### src/rtl/prm_pkg.sv
// Shared widths, register indexes and status codes for the pulse rate meter.
package prm_pkg;

  // Fixed field widths of the stream and configuration items
  localparam int COUNT_IN_W  = 32;
  localparam int STAMP_IN_W  = 48;
  localparam int STAMP_EXT_W = 64;
  localparam int MOD_W       = 33;
  localparam int REG_W       = 32;
  localparam int RATE_W      = 48;
  localparam int STATUS_W    = 2;
  localparam int CFG_IDX_W   = 2;
  localparam int IN_DATA_W   = COUNT_IN_W + STAMP_IN_W;

  // Delta holds reading plus modulus, product is delta times scale
  localparam int DELTA_W = MOD_W + 1;
  localparam int PROD_W  = DELTA_W + REG_W;

  // Parameter defaults
  localparam int COUNT_WIDTH_DEF = 32;
  localparam int STAMP_WIDTH_DEF = 48;
  localparam int FRAC_BITS_DEF   = 16;

  // Configuration register indexes
  localparam logic [CFG_IDX_W-1:0] REG_COUNT_MODULUS = 2'd0;
  localparam logic [CFG_IDX_W-1:0] REG_MIN_DELTA     = 2'd1;
  localparam logic [CFG_IDX_W-1:0] REG_RATE_SCALE    = 2'd2;

  // Result status codes
  localparam logic [STATUS_W-1:0] STAT_HELD         = 2'd0;
  localparam logic [STATUS_W-1:0] STAT_UPDATED      = 2'd1;
  localparam logic [STATUS_W-1:0] STAT_ZERO_ELAPSED = 2'd2;

  // Top level control states, one-hot
  typedef enum logic [4:0] {
    ST_IDLE  = 5'b00001,
    ST_CHECK = 5'b00010,
    ST_MUL   = 5'b00100,
    ST_DIV   = 5'b01000,
    ST_FIN   = 5'b10000
  } state_t;

endpackage

### src/rtl/pulse_rate_meter.sv
// Pulse rate meter: counter delta with rollover, rate = delta * scale / elapsed.
// Items with a held rate or zero elapsed time go from the check state straight to
// the final state; an update also passes the bit-serial multiplier and the divider,
// and the divider finishes at once when the quotient saturates.
// One item at a time; the next item is accepted the cycle after the result is
// loaded, and an output stall holds the block until the output register is free.
// A finished result waits in the output register while the next item is accepted.
// Reset (rst, synchronous): stored count, stamp and rate cleared, registers at defaults.
module pulse_rate_meter #(
  parameter int COUNT_WIDTH = prm_pkg::COUNT_WIDTH_DEF,
  parameter int STAMP_WIDTH = prm_pkg::STAMP_WIDTH_DEF,
  parameter int FRAC_BITS   = prm_pkg::FRAC_BITS_DEF
) (
  input  logic                           clk,
  input  logic                           rst,
  // configuration write port
  input  logic                           cfg_we,
  input  logic [prm_pkg::CFG_IDX_W-1:0]  cfg_index,
  input  logic [prm_pkg::MOD_W-1:0]      cfg_data,
  // input stream
  input  logic                           s_tvalid,
  output logic                           s_tready,
  input  logic [prm_pkg::IN_DATA_W-1:0]  s_tdata,   // counter_value[31:0], time_stamp[79:32]
  // result stream
  output logic                           m_tvalid,
  input  logic                           m_tready,
  output logic [prm_pkg::RATE_W-1:0]     m_tdata,   // rate_value[47:0]
  output logic [prm_pkg::STATUS_W-1:0]   m_tuser    // status[1:0]
);
  import prm_pkg::*;

  state_t state;

  logic [MOD_W-1:0]        count_modulus;
  logic [REG_W-1:0]        min_delta;
  logic [REG_W-1:0]        rate_scale;

  logic [COUNT_WIDTH-1:0]  previous_count;
  logic [STAMP_WIDTH-1:0]  previous_stamp;
  logic [RATE_W-1:0]       held_rate;

  logic [COUNT_WIDTH-1:0]  cv;
  logic [STAMP_WIDTH-1:0]  ts;
  logic [DELTA_W-1:0]      delta;
  logic [STAMP_WIDTH-1:0]  elapsed;
  logic [STATUS_W-1:0]     status;

  logic [STAMP_EXT_W-1:0]  ts_in_ext;
  logic [DELTA_W-1:0]      cv_ext;
  logic [DELTA_W-1:0]      pc_ext;
  logic [DELTA_W-1:0]      wrap_sum;
  logic                    gt;
  logic                    qualifies;
  logic [DELTA_W-1:0]      delta_next;
  logic [STAMP_WIDTH-1:0]  elapsed_next;
  logic                    big;

  logic                    mul_start;
  logic                    mul_done;
  logic [PROD_W-1:0]       product;
  logic                    div_start;
  logic                    div_done;
  logic [RATE_W-1:0]       quotient;
  logic                    out_free;
  logic                    s_accept;

  assign s_tready = (state == ST_IDLE);
  assign s_accept = s_tvalid && s_tready;
  assign out_free = !m_tvalid || m_tready;

  assign ts_in_ext = STAMP_EXT_W'(s_tdata[COUNT_IN_W +: STAMP_IN_W]);

  // Delta with rollover; an equal reading counts as one full wrap
  assign cv_ext     = DELTA_W'(cv);
  assign pc_ext     = DELTA_W'(previous_count);
  assign wrap_sum   = cv_ext + DELTA_W'(count_modulus);
  assign gt         = (cv > previous_count);
  assign qualifies  = gt || (wrap_sum >= pc_ext);
  assign delta_next = gt ? (cv_ext - pc_ext) : (wrap_sum - pc_ext);
  assign big        = qualifies && (delta_next > DELTA_W'(min_delta));
  assign elapsed_next = ts - previous_stamp;

  assign mul_start = (state == ST_CHECK) && big && (elapsed_next != '0);
  assign div_start = (state == ST_MUL) && mul_done;

  // Configuration registers
  always_ff @(posedge clk) begin
    if (rst) begin
      count_modulus <= MOD_W'(64'h1_0000_0000);
      min_delta     <= '0;
      rate_scale    <= REG_W'(64'd1 << FRAC_BITS);
    end else if (cfg_we) begin
      unique case (cfg_index)
        REG_COUNT_MODULUS: count_modulus <= cfg_data;
        REG_MIN_DELTA:     min_delta     <= cfg_data[REG_W-1:0];
        REG_RATE_SCALE:    rate_scale    <= cfg_data[REG_W-1:0];
        default:           ;
      endcase
    end
  end

  // Control sequencer, stored state and output register
  always_ff @(posedge clk) begin
    if (rst) begin
      state          <= ST_IDLE;
      previous_count <= '0;
      previous_stamp <= '0;
      held_rate      <= '0;
      m_tvalid       <= 1'b0;
    end else begin
      // load a new result, else drop the one just taken
      if ((state == ST_FIN) && out_free) begin
        m_tvalid <= 1'b1;
      end else if (m_tready) begin
        m_tvalid <= 1'b0;
      end
      unique case (state)
        ST_IDLE: begin
          if (s_accept) begin
            state <= ST_CHECK;
          end
        end
        ST_CHECK: begin
          state <= mul_start ? ST_MUL : ST_FIN;
        end
        ST_MUL: begin
          if (mul_done) begin
            state <= ST_DIV;
          end
        end
        ST_DIV: begin
          if (div_done) begin
            held_rate      <= quotient;
            previous_count <= cv;
            previous_stamp <= ts;
            state          <= ST_FIN;
          end
        end
        ST_FIN: begin
          if (out_free) begin
            state <= ST_IDLE;
          end
        end
        default: state <= ST_IDLE;
      endcase
    end
  end

  // Item payload and intermediate values
  always_ff @(posedge clk) begin
    if (s_accept) begin
      cv <= s_tdata[COUNT_WIDTH-1:0];
      ts <= ts_in_ext[STAMP_WIDTH-1:0];
    end
    if (state == ST_CHECK) begin
      delta   <= delta_next;
      elapsed <= elapsed_next;
      if (!big) begin
        status <= STAT_HELD;
      end else if (elapsed_next == '0) begin
        status <= STAT_ZERO_ELAPSED;
      end else begin
        status <= STAT_UPDATED;
      end
    end
    if ((state == ST_FIN) && out_free) begin
      m_tdata <= held_rate;
      m_tuser <= status;
    end
  end

  // Multiplier reads delta from the cycle after start onward
  prm_mul u_mul (
    .clk     (clk),
    .rst     (rst),
    .start   (mul_start),
    .delta   (delta),
    .scale   (rate_scale),
    .done    (mul_done),
    .product (product)
  );

  prm_div #(
    .STAMP_WIDTH (STAMP_WIDTH)
  ) u_div (
    .clk      (clk),
    .rst      (rst),
    .start    (div_start),
    .dividend (product),
    .divisor  (elapsed),
    .done     (div_done),
    .quotient (quotient)
  );

endmodule

### src/rtl/prm_mul.sv
// Bit-serial shift-add multiplier: delta times rate scale, one scale bit per cycle.
module prm_mul (
  input  logic                         clk,
  input  logic                         rst,
  input  logic                         start,
  input  logic [prm_pkg::DELTA_W-1:0]  delta,
  input  logic [prm_pkg::REG_W-1:0]    scale,
  output logic                         done,
  output logic [prm_pkg::PROD_W-1:0]   product
);
  import prm_pkg::*;

  localparam int CNT_W = $clog2(REG_W);

  logic [PROD_W-1:0]  acc;
  logic [CNT_W-1:0]   cnt;
  logic               busy;
  logic [DELTA_W:0]   psum;

  // Scale bits sit in the low half and shift out as the product shifts in
  assign psum = {1'b0, acc[PROD_W-1:REG_W]} + (acc[0] ? {1'b0, delta} : '0);

  always_ff @(posedge clk) begin
    if (rst) begin
      busy <= 1'b0;
      done <= 1'b0;
      cnt  <= '0;
    end else begin
      done <= 1'b0;
      if (start) begin
        busy <= 1'b1;
        cnt  <= CNT_W'(REG_W - 1);
      end else if (busy) begin
        if (cnt == '0) begin
          busy <= 1'b0;
          done <= 1'b1;
        end else begin
          cnt <= cnt - 1'b1;
        end
      end
    end
  end

  // Accumulator datapath
  always_ff @(posedge clk) begin
    if (start) begin
      acc <= {{DELTA_W{1'b0}}, scale};
    end else if (busy) begin
      acc <= {psum, acc[REG_W-1:1]};
    end
  end

  assign product = acc;

endmodule

### src/rtl/prm_div.sv
// Restoring bit-serial divider with up-front saturation check on the quotient.
module prm_div #(
  parameter int STAMP_WIDTH = prm_pkg::STAMP_WIDTH_DEF
) (
  input  logic                        clk,
  input  logic                        rst,
  input  logic                        start,
  input  logic [prm_pkg::PROD_W-1:0]  dividend,
  input  logic [STAMP_WIDTH-1:0]      divisor,
  output logic                        done,
  output logic [prm_pkg::RATE_W-1:0]  quotient
);
  import prm_pkg::*;

  localparam int HI_W  = PROD_W - RATE_W;
  localparam int CMP_W = (STAMP_WIDTH > HI_W) ? STAMP_WIDTH : HI_W;
  localparam int CNT_W = $clog2(RATE_W);

  logic [STAMP_WIDTH-1:0] rem;
  logic [RATE_W-1:0]      dq;
  logic [CNT_W-1:0]       cnt;
  logic                   busy;
  logic [CMP_W-1:0]       hi_ext;
  logic [CMP_W-1:0]       div_ext;
  logic [STAMP_WIDTH:0]   trial;
  logic [STAMP_WIDTH:0]   diff;
  logic                   ge;

  assign hi_ext  = CMP_W'(dividend[PROD_W-1:RATE_W]);
  assign div_ext = CMP_W'(divisor);

  // One quotient bit per cycle; dividend bits leave dq as quotient bits enter
  assign trial = {rem, dq[RATE_W-1]};
  assign diff  = trial - {1'b0, divisor};
  assign ge    = (trial >= {1'b0, divisor});

  always_ff @(posedge clk) begin
    if (rst) begin
      busy <= 1'b0;
      done <= 1'b0;
      cnt  <= '0;
    end else begin
      done <= 1'b0;
      if (start) begin
        if (hi_ext >= div_ext) begin
          // quotient would not fit in the rate width
          done <= 1'b1;
        end else begin
          busy <= 1'b1;
          cnt  <= CNT_W'(RATE_W - 1);
        end
      end else if (busy) begin
        if (cnt == '0) begin
          busy <= 1'b0;
          done <= 1'b1;
        end else begin
          cnt <= cnt - 1'b1;
        end
      end
    end
  end

  // Remainder and dividend/quotient shift register
  always_ff @(posedge clk) begin
    if (start) begin
      rem <= hi_ext[STAMP_WIDTH-1:0];
      dq  <= (hi_ext >= div_ext) ? {RATE_W{1'b1}} : dividend[RATE_W-1:0];
    end else if (busy) begin
      rem <= ge ? diff[STAMP_WIDTH-1:0] : trial[STAMP_WIDTH-1:0];
      dq  <= {dq[RATE_W-2:0], ge};
    end
  end

  assign quotient = dq;

endmodule
### config.mk
export PLATFORM = sky130hd
export DESIGN_NAME = pulse_rate_meter
export DESIGN_NICKNAME = d
export VERILOG_FILES = /design/src/rtl/prm_pkg.sv /design/src/rtl/pulse_rate_meter.sv /design/src/rtl/prm_mul.sv /design/src/rtl/prm_div.sv
export SDC_FILE = /design/constraint.sdc
export NUM_CORES = 2
export LEC_CHECK = 0
export ABC_AREA = 1
export BUFFER_PORTS_ARGS = -buffer_cell sky130_fd_sc_hd__buf_2
export CAP_MARGIN = 20
export CORE_MARGIN = 3
export CORE_UTILIZATION = 40
export CTS_CLUSTER_SIZE = 12
export DETAILED_ROUTE_END_ITERATION = 7
export SYNTH_ARGS = -nofsm -noshare
export SYNTH_HDL_FRONTEND = slang
export SYNTH_SLANG_ARGS = --single-unit
### constraint.sdc
create_clock -name clk -period 7.4 [get_ports clk]
set_input_delay 1.11 -clock clk [delete_from_list [all_inputs] [get_ports clk]]
set_output_delay 1.11 -clock clk [all_outputs]
set_load 0.1 [all_outputs]
==> results.md <==
- Syn Area/Cell: 7.541 sq um
- Worst hold-check path type: flop to flop
- Synth area leaders: edfxtp_1 24%, dfxtp_1 16%, nand2_1 12%
- Most numerous cell in the Yosys netlist: nand2_1
- RD Place Congestion: 0.9592
- GRT Total Usage: 22.86%
- Async SR Flop Fraction: 0%
- Grt ovf: 0
- Minimum clock period: 6624 ps
- Max-slew violations: 0
- Routed Antenna Nets: 0
- Peak VDD IR: 0.1814 mV
- Type of the worst setup path: flop to flop
- Seq cells post-synth: 622
- Static Leakage: 0.01949 uW
- # setup viols final: 0
- Clk buf depth: 3
- Max incr delay on CP: 440 ps
- Drt total wl: 119400 um
- PnR Total Power: 9921 uW
- Fin util: 45.40%
- Top_reg_cell synth: edfxtp_1
- Layout Cells excl Fill: 6620
- Synth warn: 0
- Vert. Die Dim: 317.8 um
- Die ar.: 0.1010 sq mm
- Via Count: 34180
- Post-synth EDFFs: 312
- Fill count: 9743
- Vias per std cell: 5.164
- Fin crit share: 89.51%
- Vias in the first global route: 31840
- Mapped Cells: 5158
- H-tree Lvls: 3
- DR pass1 iterations: 5
- Top cell type's share of synthesized area: 24.09%
- Die X: 317.8 um
- Core Area: 0.09572 sq mm
- Crit-path max FO: 32
- Port Buf Inserts: 171
- Clock Skews: 40.37 ps
- Hpwl dp: 93200 um
- Initial drt markers: 2839
- Area Overhead vs Synth: 11.73%
- Post-Syn Nets: 5563
- Nets: 5700
- Total negative setup slack: 0 ps
- Residual DRC count: 0
- Clock Latency Late Sink: 660 ps
- Cell repeated most along the worst path: nand2_1
- Hold Buf Count CTS: 0
- Post-cts sizing count: 0
- Rel. slew slack: 32.54%
- CTS tree: built
- Initial Util: 40.64%
- Tightest Pin Transition: 1011 ps
- First-pass GRT wire length: 182300 um
- Post-synth cell types: 58
- Peak Freq: 151.0 MHz
- Status: complete, no violations
- CP top delay family: compound AO/OA/AOI/OAI gates
- RSZ-0062 raised after global routing: no
- Largest net degree at the start of global routing: 95
- Max-cap violations: 0
- Yosys top cell by area: edfxtp_1
- Critical path endpoint category: flop
- Commonest cells in the synthesized netlist: 1274 x nand2_1, 759 x inv_1, 497 x a21oi_1, 381 x nor2_1, 366 x o21ai_0
- Initial antenna violation count: 2
- Reg clk slew, reported paths: 60 ps
- CTS buffer count: 72
- CP Buf/Inv Count: 3
- Crit start category: flop
- # Post-CTS Setup Buffers: 0
- CP required: 7700 ps
- Row cnt: 113
- WL per Instance: 18.03 um
- CTS Root Cell: clkbuf_16
- Top-level I/O count: 172
- PwrDens: 228.3 mW/mm^2
- Dpl cells: 6484
- Synthesized area: 0.03890 sq mm
- CP arrival: 6920 ps
- CP max stage cell: fa_1
- Register area share after synthesis: 40.04%
- Share of layout cells above drive strength 1: 8.685%
- Hold Vio Cnt, Final: 0
- Clk sink count: 622
[registers in the layout, summed over array words and instances, names as in the netlist, 5 cells and up]
name            count
previous_stamp     48
u_div.cnt           6
previous_count     32
cv                 32
rate_scale         32
min_delta          32
state               5
m_tdata            48
delta              34
u_mul.product      66
u_mul.cnt           5
count_modulus      33
u_div.quotient     48
elapsed            48
held_rate          48
u_div.rem          48
ts                 48
[area by class of cell]
type / instances / area [sq um] / area share (%)
Antenna cell: 1 / 2.502 / 0.005758
Timing Repair Buffer: 199 / 1116 / 2.568
Sequential cell: 622 / 15580 / 35.84
Clock buffer: 102 / 2024 / 4.658
Tap cell: 1265 / 1583 / 3.642
Clock inverter: 31 / 412.9 / 0.9501
Multi-Input combinational cell: 3622 / 19820 / 45.61
Inverter: 778 / 2923 / 6.726
[where the power goes]
| group | internal [uW] | switching, uW | total, uW |
|---|---|---|---|
| combinational | 785 | 1490 | 2270 |
| clock | 2090 | 1550 | 3640 |
| sequential | 3830 | 182 | 4010 |
[cell usage in the layout, fill, tap and decap left out, types with 18 or more instances in the layout]
cell,count
edfxtp_1,312
xor2_1,65
nand2_2,43
nor2_1,379
nand2_1,1271
o21ai_0,366
a21oi_1,497
nand3_1,202
ha_1,279
xnor2_1,66
o21ai_2,32
a31oi_1,25
o22a_1,48
buf_2,171
a21o_1,26
inv_1,757
clkbuf_1,19
nand4_1,74
dfxtp_1,309
clkbuf_16,73
nor3_1,44
o211ai_1,28
inv_2,18
buf_4,25
[stage by stage]
step           setup WS (ps)  instance area [sq um]  hold slack [ps]
5_1_grt                53.64                  43460            435.7
3_3_place_gp           812.5                  40950            413.4
4_1_cts                677.7                  43390            427.5
2_1_floorplan           1056                  38900            400.3
3_5_place_dp           679.5                  40950            412.9
6_report               776.2                  43460            428.3
[final timing paths]
check | startpoint | end | slack, ps | cells after the start
worst max-delay path | cv[0]$_DFFE_PP_ | u_mul.product[11]$_DFFE_PP_ | 780 | 38
worst max register to register | cv[0]$_DFFE_PP_ | u_mul.product[11]$_DFFE_PP_ | 780 | 38
worst min-delay path | held_rate[17]$_SDFFE_PP0P_ | m_tdata[17]$_DFFE_PP_ | 430 | 0
worst min register to register | held_rate[17]$_SDFFE_PP0P_ | m_tdata[17]$_DFFE_PP_ | 430 | 0
[per-layer routing]
metal,up-vias,wire [um],GRT usage [%]
met3,157,6750,3.504
met5,-,0,0
li1,17350,-,-
met1,15860,57680,33.12
met2,822,51760,35.19
met4,0,3168,6.613
[logic make-up after synthesis]
kind of cell	Yosys count	synth area share, %
flip-flops	622	40.04
XOR/XNOR	131	2.950
multiplexers	4	0.1029
AND/OR/NAND/NOR	2092	22.35
buffers and inverters	914	9.174
adder cells (fa/ha/maj)	285	9.284
AO/OA/AOI/OAI	1110	16.09
Note: power is estimated with default switching activity, not from simulation.
